[src/rtl/core/prt_pkg.sv]
// ============================================================================
// prt_pkg
// Shared widths, command codes and control types for the pending request table.
// ============================================================================
`default_nettype none

package prt_pkg;

    localparam int CMD_W    = 2;
    localparam int KEY_IN_W = 32;
    localparam int ID_W     = 8;
    localparam int TIME_W   = 32;

    localparam logic [CMD_W-1:0] CMD_ADD    = 2'd0;
    localparam logic [CMD_W-1:0] CMD_REMOVE = 2'd1;
    localparam logic [CMD_W-1:0] CMD_FIND   = 2'd2;
    localparam logic [CMD_W-1:0] CMD_ATTACH = 2'd3;

    // ids run 1..ID_LIMIT-1, zero means none
    localparam logic [ID_W:0]   ID_LIMIT = 9'd255;
    localparam logic [ID_W-1:0] ID_NONE  = 8'd0;
    localparam logic [ID_W-1:0] ID_FIRST = 8'd1;

    typedef struct packed {
        logic            by_key;
        logic [ID_W-1:0] id;
    } t_cmp_ctl;

endpackage

`default_nettype wire

[src/rtl/core/prt_if.sv]
// ============================================================================
// prt_if
// Request and response channels of the pending request table.
// ============================================================================
`default_nettype none

interface prt_req_if import prt_pkg::*; ();
    logic                valid;
    logic                ready;
    logic [CMD_W-1:0]    cmd;
    logic [KEY_IN_W-1:0] name_key;
    logic [ID_W-1:0]     request_id;
    logic [ID_W-1:0]     forward_id;
    logic [TIME_W-1:0]   now_ms;

    modport source (output valid, cmd, name_key, request_id, forward_id, now_ms,
                    input ready);
    modport sink   (input valid, cmd, name_key, request_id, forward_id, now_ms,
                    output ready);
endinterface

interface prt_rsp_if import prt_pkg::*; ();
    logic            valid;
    logic            ready;
    logic [ID_W-1:0] result_id;
    logic            success;

    modport source (output valid, result_id, success, input ready);
    modport sink   (input valid, result_id, success, output ready);
endinterface

`default_nettype wire

[src/rtl/core/prt_ram.sv]
// ============================================================================
// prt_ram
// Generic single-write, single-read RAM with registered read data.
// ============================================================================
`default_nettype none

module prt_ram #(
    parameter int WIDTH = 8,
    parameter int DEPTH = 16
) (
    input  wire                                  i_clk,
    input  wire                                  i_wr_en,
    input  wire [(DEPTH > 1 ? $clog2(DEPTH) : 1)-1:0] i_wr_addr,
    input  wire [WIDTH-1:0]                      i_wr_data,
    input  wire                                  i_rd_en,
    input  wire [(DEPTH > 1 ? $clog2(DEPTH) : 1)-1:0] i_rd_addr,
    output logic [WIDTH-1:0]                     o_rd_data
);

    logic [WIDTH-1:0] r_mem [DEPTH];

    always_ff @(posedge i_clk) begin
        if (i_wr_en) begin
            r_mem[i_wr_addr] <= i_wr_data;
        end
        if (i_rd_en) begin
            o_rd_data <= r_mem[i_rd_addr];
        end
    end

endmodule

`default_nettype wire

[src/rtl/core/prt_cmp.sv]
// ============================================================================
// prt_cmp
// Shared match unit: compares one table entry against the key or the id.
// ============================================================================
`default_nettype none

module prt_cmp import prt_pkg::*; #(
    parameter int KEY_W = 32
) (
    input  wire t_cmp_ctl    i_ctl,
    input  wire [KEY_W-1:0]  i_key,
    input  wire [KEY_W-1:0]  i_entry_key,
    input  wire [ID_W-1:0]   i_entry_id,
    output logic             o_match
);

    always_comb begin
        if (i_ctl.by_key) begin
            o_match = (i_entry_key == i_key);
        end else begin
            o_match = (i_ctl.id != ID_NONE) && (i_entry_id == i_ctl.id);
        end
    end

endmodule

`default_nettype wire

[src/rtl/core/pending_request_table.sv]
// ============================================================================
// pending_request_table
// Packed table of pending requests: add, remove by id, find by key, attach.
// ============================================================================
// Usage:
//   i_req carries one command per transaction (cmd, name_key, request_id,
//   forward_id, now_ms); o_rsp returns exactly one transaction per command
//   with result_id and success.
//   Entries live packed in one RAM in insertion order. A command scans them
//   one per cycle through the shared match unit; a remove then moves each
//   later entry down one slot per cycle.
//   After acceptance the sequencer passes through S_SCAN (entered even when
//   the table is empty), S_SHIFT for a remove that moves entries, and S_DONE,
//   which loads o_rsp once the output register is free. The single RAM read
//   port paces the scan and the move. The next command is taken the cycle
//   after the response loads.
//   i_req.ready is high only while the sequencer is idle, one command at a
//   time. A finished response waits in the output register, so the next
//   command is taken while o_rsp is stalled; the sequencer holds its
//   following response until the output register frees.
//   Reset empties the table and restarts ids at 1; no clearing pass.
// ============================================================================
`default_nettype none

module pending_request_table import prt_pkg::*; #(
    parameter int TABLE_DEPTH = 16,
    parameter int KEY_BITS    = 32
) (
    input  wire        i_clk,
    input  wire        i_rst_n,
    prt_req_if.sink    i_req,
    prt_rsp_if.source  o_rsp
);

    localparam int KW = (KEY_BITS < KEY_IN_W) ? KEY_BITS : KEY_IN_W;
    localparam int IW = (TABLE_DEPTH > 1) ? $clog2(TABLE_DEPTH) : 1;
    localparam int CW = $clog2(TABLE_DEPTH + 1);
    localparam int EW = KW + 2 * ID_W + TIME_W;

    localparam logic [1:0] S_IDLE  = 2'd0;
    localparam logic [1:0] S_SCAN  = 2'd1;
    localparam logic [1:0] S_SHIFT = 2'd2;
    localparam logic [1:0] S_DONE  = 2'd3;

    logic [1:0]        r_state,   n_state;
    logic [CW-1:0]     r_count,   n_count;
    logic [ID_W-1:0]   r_last_id, n_last_id;
    logic [IW-1:0]     r_idx,     n_idx;
    logic [CMD_W-1:0]  r_cmd,     n_cmd;
    logic [KW-1:0]     r_key,     n_key;
    logic [ID_W-1:0]   r_rid,     n_rid;
    logic [ID_W-1:0]   r_fwd,     n_fwd;
    logic [TIME_W-1:0] r_now,     n_now;
    logic [ID_W-1:0]   r_res,     n_res;
    logic              r_ok,      n_ok;
    logic              r_out_valid, n_out_valid;
    logic [ID_W-1:0]   r_out_id,    n_out_id;
    logic              r_out_ok,    n_out_ok;

    logic          ram_we, ram_re;
    logic [IW-1:0] ram_waddr, ram_raddr;
    logic [EW-1:0] ram_wdata, ram_rdata;

    logic [KW-1:0]     rd_key;
    logic [ID_W-1:0]   rd_id;
    logic [TIME_W-1:0] rd_time;

    t_cmp_ctl        cmp_ctl;
    logic            cmp_match;
    logic            hit, last;
    logic [ID_W:0]   id_sum;
    logic [ID_W-1:0] id_new;
    logic [CW-1:0]   count_m1;
    logic            out_free;

    assign rd_key  = ram_rdata[EW-1 -: KW];
    assign rd_id   = ram_rdata[2*ID_W+TIME_W-1 -: ID_W];
    assign rd_time = ram_rdata[TIME_W-1:0];

    assign cmp_ctl = '{by_key: (r_cmd == CMD_ADD) || (r_cmd == CMD_FIND), id: r_rid};

    prt_ram #(
        .WIDTH (EW),
        .DEPTH (TABLE_DEPTH)
    ) u_ram (
        .i_clk     (i_clk),
        .i_wr_en   (ram_we),
        .i_wr_addr (ram_waddr),
        .i_wr_data (ram_wdata),
        .i_rd_en   (ram_re),
        .i_rd_addr (ram_raddr),
        .o_rd_data (ram_rdata)
    );

    prt_cmp #(
        .KEY_W (KW)
    ) u_cmp (
        .i_ctl       (cmp_ctl),
        .i_key       (r_key),
        .i_entry_key (rd_key),
        .i_entry_id  (rd_id),
        .o_match     (cmp_match)
    );

    assign hit      = (r_count != '0) && cmp_match;
    assign last     = (CW'(r_idx) + CW'(1)) >= r_count;
    assign count_m1 = r_count - CW'(1);
    assign id_sum   = {1'b0, r_last_id} + {{ID_W{1'b0}}, 1'b1};
    assign id_new   = (id_sum >= ID_LIMIT) ? ID_FIRST : id_sum[ID_W-1:0];
    assign out_free = !r_out_valid || o_rsp.ready;

    assign i_req.ready     = (r_state == S_IDLE);
    assign o_rsp.valid     = r_out_valid;
    assign o_rsp.result_id = r_out_id;
    assign o_rsp.success   = r_out_ok;

    always_comb begin
        n_state     = r_state;
        n_count     = r_count;
        n_last_id   = r_last_id;
        n_idx       = r_idx;
        n_cmd       = r_cmd;
        n_key       = r_key;
        n_rid       = r_rid;
        n_fwd       = r_fwd;
        n_now       = r_now;
        n_res       = r_res;
        n_ok        = r_ok;
        n_out_valid = r_out_valid;
        n_out_id    = r_out_id;
        n_out_ok    = r_out_ok;
        ram_we      = 1'b0;
        ram_waddr   = r_idx;
        ram_wdata   = ram_rdata;
        ram_re      = 1'b0;
        ram_raddr   = r_idx;

        if (r_out_valid && o_rsp.ready) begin
            n_out_valid = 1'b0;
        end

        case (r_state)
            S_IDLE: begin
                if (i_req.valid) begin
                    n_cmd   = i_req.cmd;
                    n_key   = i_req.name_key[KW-1:0];
                    n_rid   = i_req.request_id;
                    n_fwd   = i_req.forward_id;
                    n_now   = i_req.now_ms;
                    n_res   = ID_NONE;
                    n_ok    = 1'b0;
                    n_idx   = '0;
                    ram_re  = 1'b1;
                    ram_raddr = '0;
                    n_state = S_SCAN;
                end
            end
            S_SCAN: begin
                if (hit) begin
                    n_state = S_DONE;
                    case (r_cmd)
                        CMD_FIND: begin
                            n_res = rd_id;
                            n_ok  = 1'b1;
                        end
                        CMD_ATTACH: begin
                            ram_we    = 1'b1;
                            ram_waddr = r_idx;
                            ram_wdata = {rd_key, rd_id, r_fwd, rd_time};
                            n_ok      = 1'b1;
                        end
                        CMD_REMOVE: begin
                            n_ok    = 1'b1;
                            n_count = count_m1;
                            if (CW'(r_idx) < count_m1) begin
                                ram_re    = 1'b1;
                                ram_raddr = r_idx + IW'(1);
                                n_idx     = r_idx + IW'(1);
                                n_state   = S_SHIFT;
                            end
                        end
                        default: begin
                            // duplicate key on add
                            n_ok = 1'b0;
                        end
                    endcase
                end else if (!last) begin
                    ram_re    = 1'b1;
                    ram_raddr = r_idx + IW'(1);
                    n_idx     = r_idx + IW'(1);
                end else begin
                    n_state = S_DONE;
                    if (r_cmd == CMD_ADD && r_count < CW'(TABLE_DEPTH)) begin
                        ram_we    = 1'b1;
                        ram_waddr = r_count[IW-1:0];
                        ram_wdata = {r_key, id_new, ID_NONE, r_now};
                        n_count   = r_count + CW'(1);
                        n_last_id = id_new;
                        n_res     = id_new;
                        n_ok      = 1'b1;
                    end
                end
            end
            S_SHIFT: begin
                ram_we    = 1'b1;
                ram_waddr = r_idx - IW'(1);
                ram_wdata = ram_rdata;
                if (CW'(r_idx) < r_count) begin
                    ram_re    = 1'b1;
                    ram_raddr = r_idx + IW'(1);
                    n_idx     = r_idx + IW'(1);
                end else begin
                    n_state = S_DONE;
                end
            end
            S_DONE: begin
                if (out_free) begin
                    n_out_valid = 1'b1;
                    n_out_id    = r_res;
                    n_out_ok    = r_ok;
                    n_state     = S_IDLE;
                end
            end
            default: begin
                n_state = S_IDLE;
            end
        endcase
    end

    always_ff @(posedge i_clk) begin
        if (!i_rst_n) begin
            r_state     <= S_IDLE;
            r_count     <= '0;
            r_last_id   <= ID_NONE;
            r_out_valid <= 1'b0;
        end else begin
            r_state     <= n_state;
            r_count     <= n_count;
            r_last_id   <= n_last_id;
            r_out_valid <= n_out_valid;
        end
    end

    always_ff @(posedge i_clk) begin
        r_idx    <= n_idx;
        r_cmd    <= n_cmd;
        r_key    <= n_key;
        r_rid    <= n_rid;
        r_fwd    <= n_fwd;
        r_now    <= n_now;
        r_res    <= n_res;
        r_ok     <= n_ok;
        r_out_id <= n_out_id;
        r_out_ok <= n_out_ok;
    end

    a_count_bound: assert property (@(posedge i_clk) disable iff (!i_rst_n)
        r_count <= CW'(TABLE_DEPTH))
        else $error("entry count above table depth");

    a_id_range: assert property (@(posedge i_clk) disable iff (!i_rst_n)
        r_last_id != ID_LIMIT[ID_W-1:0])
        else $error("id counter reached reserved value");

    a_rsp_from_done: assert property (@(posedge i_clk) disable iff (!i_rst_n)
        $rose(r_out_valid) |-> $past(r_state) == S_DONE)
        else $error("response raised outside completion");

    a_id_means_ok: assert property (@(posedge i_clk) disable iff (!i_rst_n)
        (r_out_valid && r_out_id != ID_NONE) |-> r_out_ok)
        else $error("nonzero id reported without success");

endmodule

`default_nettype wire
[src/flat_wrapper.sv]
// flat-port wrapper written by rule: the top's interface ports become plain ports
module pending_request_table_flat import prt_pkg::*;
#(
    parameter int TABLE_DEPTH = 16,
    parameter int KEY_BITS    = 32
)
  (i_clk, i_rst_n, i_req_valid, i_req_cmd, i_req_name_key, i_req_request_id, i_req_forward_id, i_req_now_ms, i_req_ready, o_rsp_valid, o_rsp_result_id, o_rsp_success, o_rsp_ready);
  prt_req_if i_req_i ();
  prt_rsp_if o_rsp_i ();
  input  wire i_clk;
  input  wire i_rst_n;
  input wire logic [$bits(i_req_i.valid)-1:0] i_req_valid;
  input wire logic [$bits(i_req_i.cmd)-1:0] i_req_cmd;
  input wire logic [$bits(i_req_i.name_key)-1:0] i_req_name_key;
  input wire logic [$bits(i_req_i.request_id)-1:0] i_req_request_id;
  input wire logic [$bits(i_req_i.forward_id)-1:0] i_req_forward_id;
  input wire logic [$bits(i_req_i.now_ms)-1:0] i_req_now_ms;
  output wire logic [$bits(i_req_i.ready)-1:0] i_req_ready;
  output wire logic [$bits(o_rsp_i.valid)-1:0] o_rsp_valid;
  output wire logic [$bits(o_rsp_i.result_id)-1:0] o_rsp_result_id;
  output wire logic [$bits(o_rsp_i.success)-1:0] o_rsp_success;
  input wire logic [$bits(o_rsp_i.ready)-1:0] o_rsp_ready;
  assign i_req_i.valid = i_req_valid;
  assign i_req_i.cmd = i_req_cmd;
  assign i_req_i.name_key = i_req_name_key;
  assign i_req_i.request_id = i_req_request_id;
  assign i_req_i.forward_id = i_req_forward_id;
  assign i_req_i.now_ms = i_req_now_ms;
  assign i_req_ready = i_req_i.ready;
  assign o_rsp_valid = o_rsp_i.valid;
  assign o_rsp_result_id = o_rsp_i.result_id;
  assign o_rsp_success = o_rsp_i.success;
  assign o_rsp_i.ready = o_rsp_ready;
  pending_request_table #(.TABLE_DEPTH(TABLE_DEPTH), .KEY_BITS(KEY_BITS)) u_core (.i_clk(i_clk), .i_rst_n(i_rst_n), .i_req(i_req_i), .o_rsp(o_rsp_i));
endmodule
[config.mk]
export PLATFORM = sky130hd
export DESIGN_NAME = pending_request_table_flat
export DESIGN_NICKNAME = d
export VERILOG_FILES = /design/src/rtl/core/prt_pkg.sv /design/src/rtl/core/prt_if.sv /design/src/rtl/core/prt_ram.sv /design/src/rtl/core/prt_cmp.sv /design/src/rtl/core/pending_request_table.sv /design/src/flat_wrapper.sv
export SDC_FILE = /design/constraint.sdc
export NUM_CORES = 1
export LEC_CHECK = 0
export BUFFER_PORTS_ARGS = -buffer_cell sky130_fd_sc_hd__buf_2
export CAP_MARGIN = 20
export CORE_MARGIN = 2
export CORE_UTILIZATION = 55
export CTS_BUF_LIST = sky130_fd_sc_hd__clkbuf_4
export DETAILED_ROUTE_END_ITERATION = 8
export PLACE_DENSITY_LB_ADDON = 0.12
export SLEW_MARGIN = 20
export SYNTH_ARGS = -nofsm -noshare
export SYNTH_HDL_FRONTEND = slang
export SYNTH_SLANG_ARGS = --single-unit
[constraint.sdc]
create_clock -name i_clk -period 5.8 [get_ports i_clk]
set_input_delay 1.16 -clock i_clk [delete_from_list [all_inputs] [get_ports i_clk]]
set_output_delay 1.16 -clock i_clk [all_outputs]
set_load 0.03 [all_outputs]
==> impl_metrics.sql <==
INSERT INTO impl_metrics (metric_group, metric, value, unit) VALUES
('power', 'ir_worst_vdd', '0.000262', 'V'),
('sta', 'final_min_period_over_clock_period', '86.0', '%'),
('sta', 'post-route-worst-setup-slack', '0.811', 'ns'),
('sta', 'rsz0062_at_grt', 'false', ''),
('cells_and_area', 'utilization', '62.5', '%'),
('clock_network', 'cts-root-buf', 'sky130_fd_sc_hd__clkbuf_4', ''),
('sta', 'finalCriticalPeriod', '4.99', 'ns'),
('sta', 'maxClockFrequency', '200', 'MHz'),
('cells_and_area', 'area_delta_synth_final', '11.9', '%'),
('logic_synthesis', 'post_synth_and_or_nand_nor_area_fraction', '3.47', '%'),
('worst_hold_path', 'worst_hold_path.endpoint', 'u_core.r_key[22]', ''),
('clock_network', 'post_cts_resize_count', '0', ''),
('logic_synthesis', 'ys_seq_elements', '760', ''),
('logic_synthesis', 'syn-cell-area', '30300', 'um^2'),
('worst_setup_path', 'timing.reg2reg.worst_path_depth', '14', ''),
('logic_synthesis', 'synth_seq_area_share', '74.7', '%'),
('logic_synthesis', 'synth_compound_area_share', '5.17', '%'),
('placement', 'place_inst', '2432', ''),
('logic_synthesis', 'proportion_of_netlist_area_held_by_the_largest_area_contributor', '73.4', '%'),
('worst_setup_path', 'criticalPathCategory', 'flop to flop', ''),
('clock_network', 'clk_pin_slew_worst_paths', '0.06', 'ns'),
('logic_synthesis', 'synth_most_common_cell', 'sky130_fd_sc_hd__edfxtp_1', ''),
('floorplanning', 'die_w', '239', 'um'),
('status', 'outcome', 'complete, no violations', ''),
('worst_setup_path', 'crit_path_end_kind', 'flop', ''),
('global_route', 'grtUsageTotal', '24.9', '%'),
('clock_network', 'cts-buffers-inserted', '187', ''),
('worst_hold_path', 'hold_crit_start', 'i_req_name_key[22]', ''),
('power', 'power-per-cell-area', '442', 'nW/um^2'),
('power', 'cellLeakagePower', '13.3', 'nW'),
('routing', 'drt.antenna.violating_nets', '0', ''),
('sta', 'worst_hold_slack', '0.340', 'ns'),
('worst_setup_path', 'worstPathMaxFanout', '20', ''),
('sta', 'report.final.slew_viol_count', '0', ''),
('worst_setup_path', 'worst_r2r_startpoint', 'u_core.r_idx[0]', ''),
('clock_network', 'clk_sinks', '760', ''),
('worst_setup_path', 'crit_family', 'simple AND/OR/NAND/NOR gates', ''),
('global_route', 'first_global_vias', '16295', ''),
('worst_setup_path', 'path_buf_inv', '1', ''),
('sta', 'timing.max_slew.rel_slack', '37.2', '%'),
('worst_setup_path', 'critical_path.slowest_cell', 'sky130_fd_sc_hd__or3_2', ''),
('worst_setup_path', 'worstSetupStartpointType', 'flop', ''),
('logic_synthesis', 'syn_avg_cell_area', '17.6', 'um^2'),
('cells_and_area', 'drive_gt1_share', '22.4', '%'),
('global_route', 'antenna_found_initial', '2', ''),
('logic_synthesis', 'count_of_yosys_warnings_during_synthesis', '0', ''),
('clock_network', 'cts_hold_bufs', '0', ''),
('clock_network', 'clk-insertion-delay-late', '1.00', 'ns'),
('floorplanning', 'boundaryPins', '97', ''),
('logic_synthesis', 'synth.mux.area_fraction', '12.0', '%'),
('logic_synthesis', 'synth_top_cells_by_area', 'sky130_fd_sc_hd__edfxtp_1 (73%), sky130_fd_sc_hd__mux2i_1 (11%), sky130_fd_sc_hd__o22ai_1 (3.4%)', ''),
('logic_synthesis', 'synth_adder_area_share', '0.951', '%'),
('worst_setup_path', 'crit_required', '6.52', 'ns'),
('routing', 'drtIter0Drc', '1592', ''),
('flow_run', 'maxCapViolCount', '0', ''),
('floorplanning', 'die_area', '56900', 'um^2'),
('logic_synthesis', 'post_synth_xor_area_fraction', '1.68', '%'),
('global_route', 'wire_length_of_the_first_global_routing_pass', '101', 'mm'),
('floorplanning', 'core.rowCount', '85', ''),
('worst_setup_path', 'timing.reg2reg.setup_slack', '0.81', 'ns'),
('logic_synthesis', 'synth_flop_cell', 'sky130_fd_sc_hd__edfxtp_1', ''),
('logic_synthesis', 'synth.distinct_cells', '65', ''),
('global_route', 'grt-ovfl-total', '0', ''),
('clock_network', 'cts_max_level', '4', ''),
('sta', 'timing.setup.tns', '0', 'ns'),
('cells_and_area', 'finalNonFillerCells', '2736', ''),
('sta', 'finalClockSkew', '0.0446', 'ns'),
('logic_synthesis', 'ys_top_cells_by_count', 'sky130_fd_sc_hd__edfxtp_1 (740), sky130_fd_sc_hd__mux2i_1 (322), sky130_fd_sc_hd__o22ai_1 (164), sky130_fd_sc_hd__or4_1 (40), sky130_fd_sc_hd__xnor2_1 (36)', ''),
('sta', 'setup_violators_final', '0', ''),
('placement', 'detailedPlace.worstSlack', '0.829', 'ns'),
('logic_synthesis', 'synth_enable_flop_cells', '740', '');
==> sequential cells by signal, indices dropped and copies added, names as in the netlist, 5 cells and up <==
signal,count
u_core.u_ram.r_mem,640
u_core.u_ram.o_rd_data,40
u_core.r_key,32
u_core.o_rsp.result_id,8
u_core.r_last_id,8
u_core.r_res,8
u_core.r_rid,8
u_core.r_count,5
==> metal layers <==
| layer | part of all wire, % | track usage (%) | wire (um) | vias up |
|---|---|---|---|---|
| met4 | 2.5 | 9.98 | 1710 | 0 |
| li1 | - | - | - | 7412 |
| met3 | 7.1 | 5.55 | 4900 | 115 |
| met1 | 43 | 33.8 | 29600 | 8258 |
| met2 | 48 | 39.3 | 33300 | 609 |
| met5 | 0 | 0 | 0 | - |
==> worst max-delay path by stage <==
| stage | startpoint | end | slack [ns] | depth (start not counted) |
|---|---|---|---|---|
| after floorplan | u_core.r_idx[2] | u_core.u_ram.r_mem[11][40] | 0.86 | 14 |
| after global placement | u_core.r_idx[0] | u_core.u_ram.o_rd_data[76] | 0.86 | 14 |
| after detailed placement | u_core.r_idx[0] | u_core.u_ram.o_rd_data[76] | 0.83 | 14 |
| after CTS | u_core.r_idx[0] | u_core.u_ram.o_rd_data[55] | 0.82 | 14 |
| after global routing | u_core.r_idx[0] | u_core.u_ram.o_rd_data[55] | 0.54 | 14 |
| final | u_core.r_idx[0] | u_core.u_ram.o_rd_data[76] | 0.81 | 14 |
==> layout make-up <==
type / count / area, um^2
fillers: 3888 / 20300
diodes: 3 / 7.51
multi-input cells: 853 / 7200
well taps: 696 / 871
clock buffers: 266 / 2000
flip-flops and latches: 760 / 22600
clock inverters: 35 / 199
repair buffers: 102 / 876
inverters: 21 / 83.8
==> through the flow <==
stage	total power, mW	area, um^2
2_1_floorplan	9.93	30300
3_3_place_gp	10.8	31700
3_5_place_dp	10.9	31700
4_1_cts	15.1	33900
5_1_grt	15.6	33900
6_report	15.0	33900
==> worst register-to-register path: cells and delay by family, from the launching register on <==
family | cells | cell delay (ns)
XOR/XNOR | 1 | 0.16
buffers and inverters | 1 | 0.39
adder cells (fa/ha/maj) | 2 | 0.54
AO/OA/AOI/OAI | 7 | 1.42
flip-flops | 1 | 0.57
AND/OR/NAND/NOR | 3 | 1.63
==> placed cells by master (no fill, tap or decap), drive strengths merged, types with 10 or more instances in the layout <==
cell / synthesis / routed
nand2: 33 / 33
clkinv: 1 / 24
mux2: 35 / 35
dfxtp: 20 / 20
o21ai: 16 / 16
buf: 58 / 102
edfxtp: 740 / 740
nor2: 30 / 30
o22ai: 164 / 164
xor2: 22 / 22
inv: 20 / 29
a21oi: 10 / 10
or4: 40 / 40
ha: 23 / 23
xnor2: 36 / 36
mux2i: 322 / 322
clkbuf: 26 / 266
==> power by group <==
part | switching, mW | total, mW | internal, mW
clock | 2.02 | 4.19 | 2.17
sequential | 0.234 | 7.55 | 7.32
combinational | 2.10 | 3.23 | 1.14
total | 4.35 | 15.0 | 10.6
==> cells by family (layout without fill, tap and decap cells) <==
logic type,Yosys count,count (layout)
xor+xnor,58,58
simple gates,181,181
flops,760,760
other cells,0,3
fa+ha+maj,23,23
mux,357,357
buf+inv,105,424
compound gates,234,234
(Power assumes the default switching activity.)
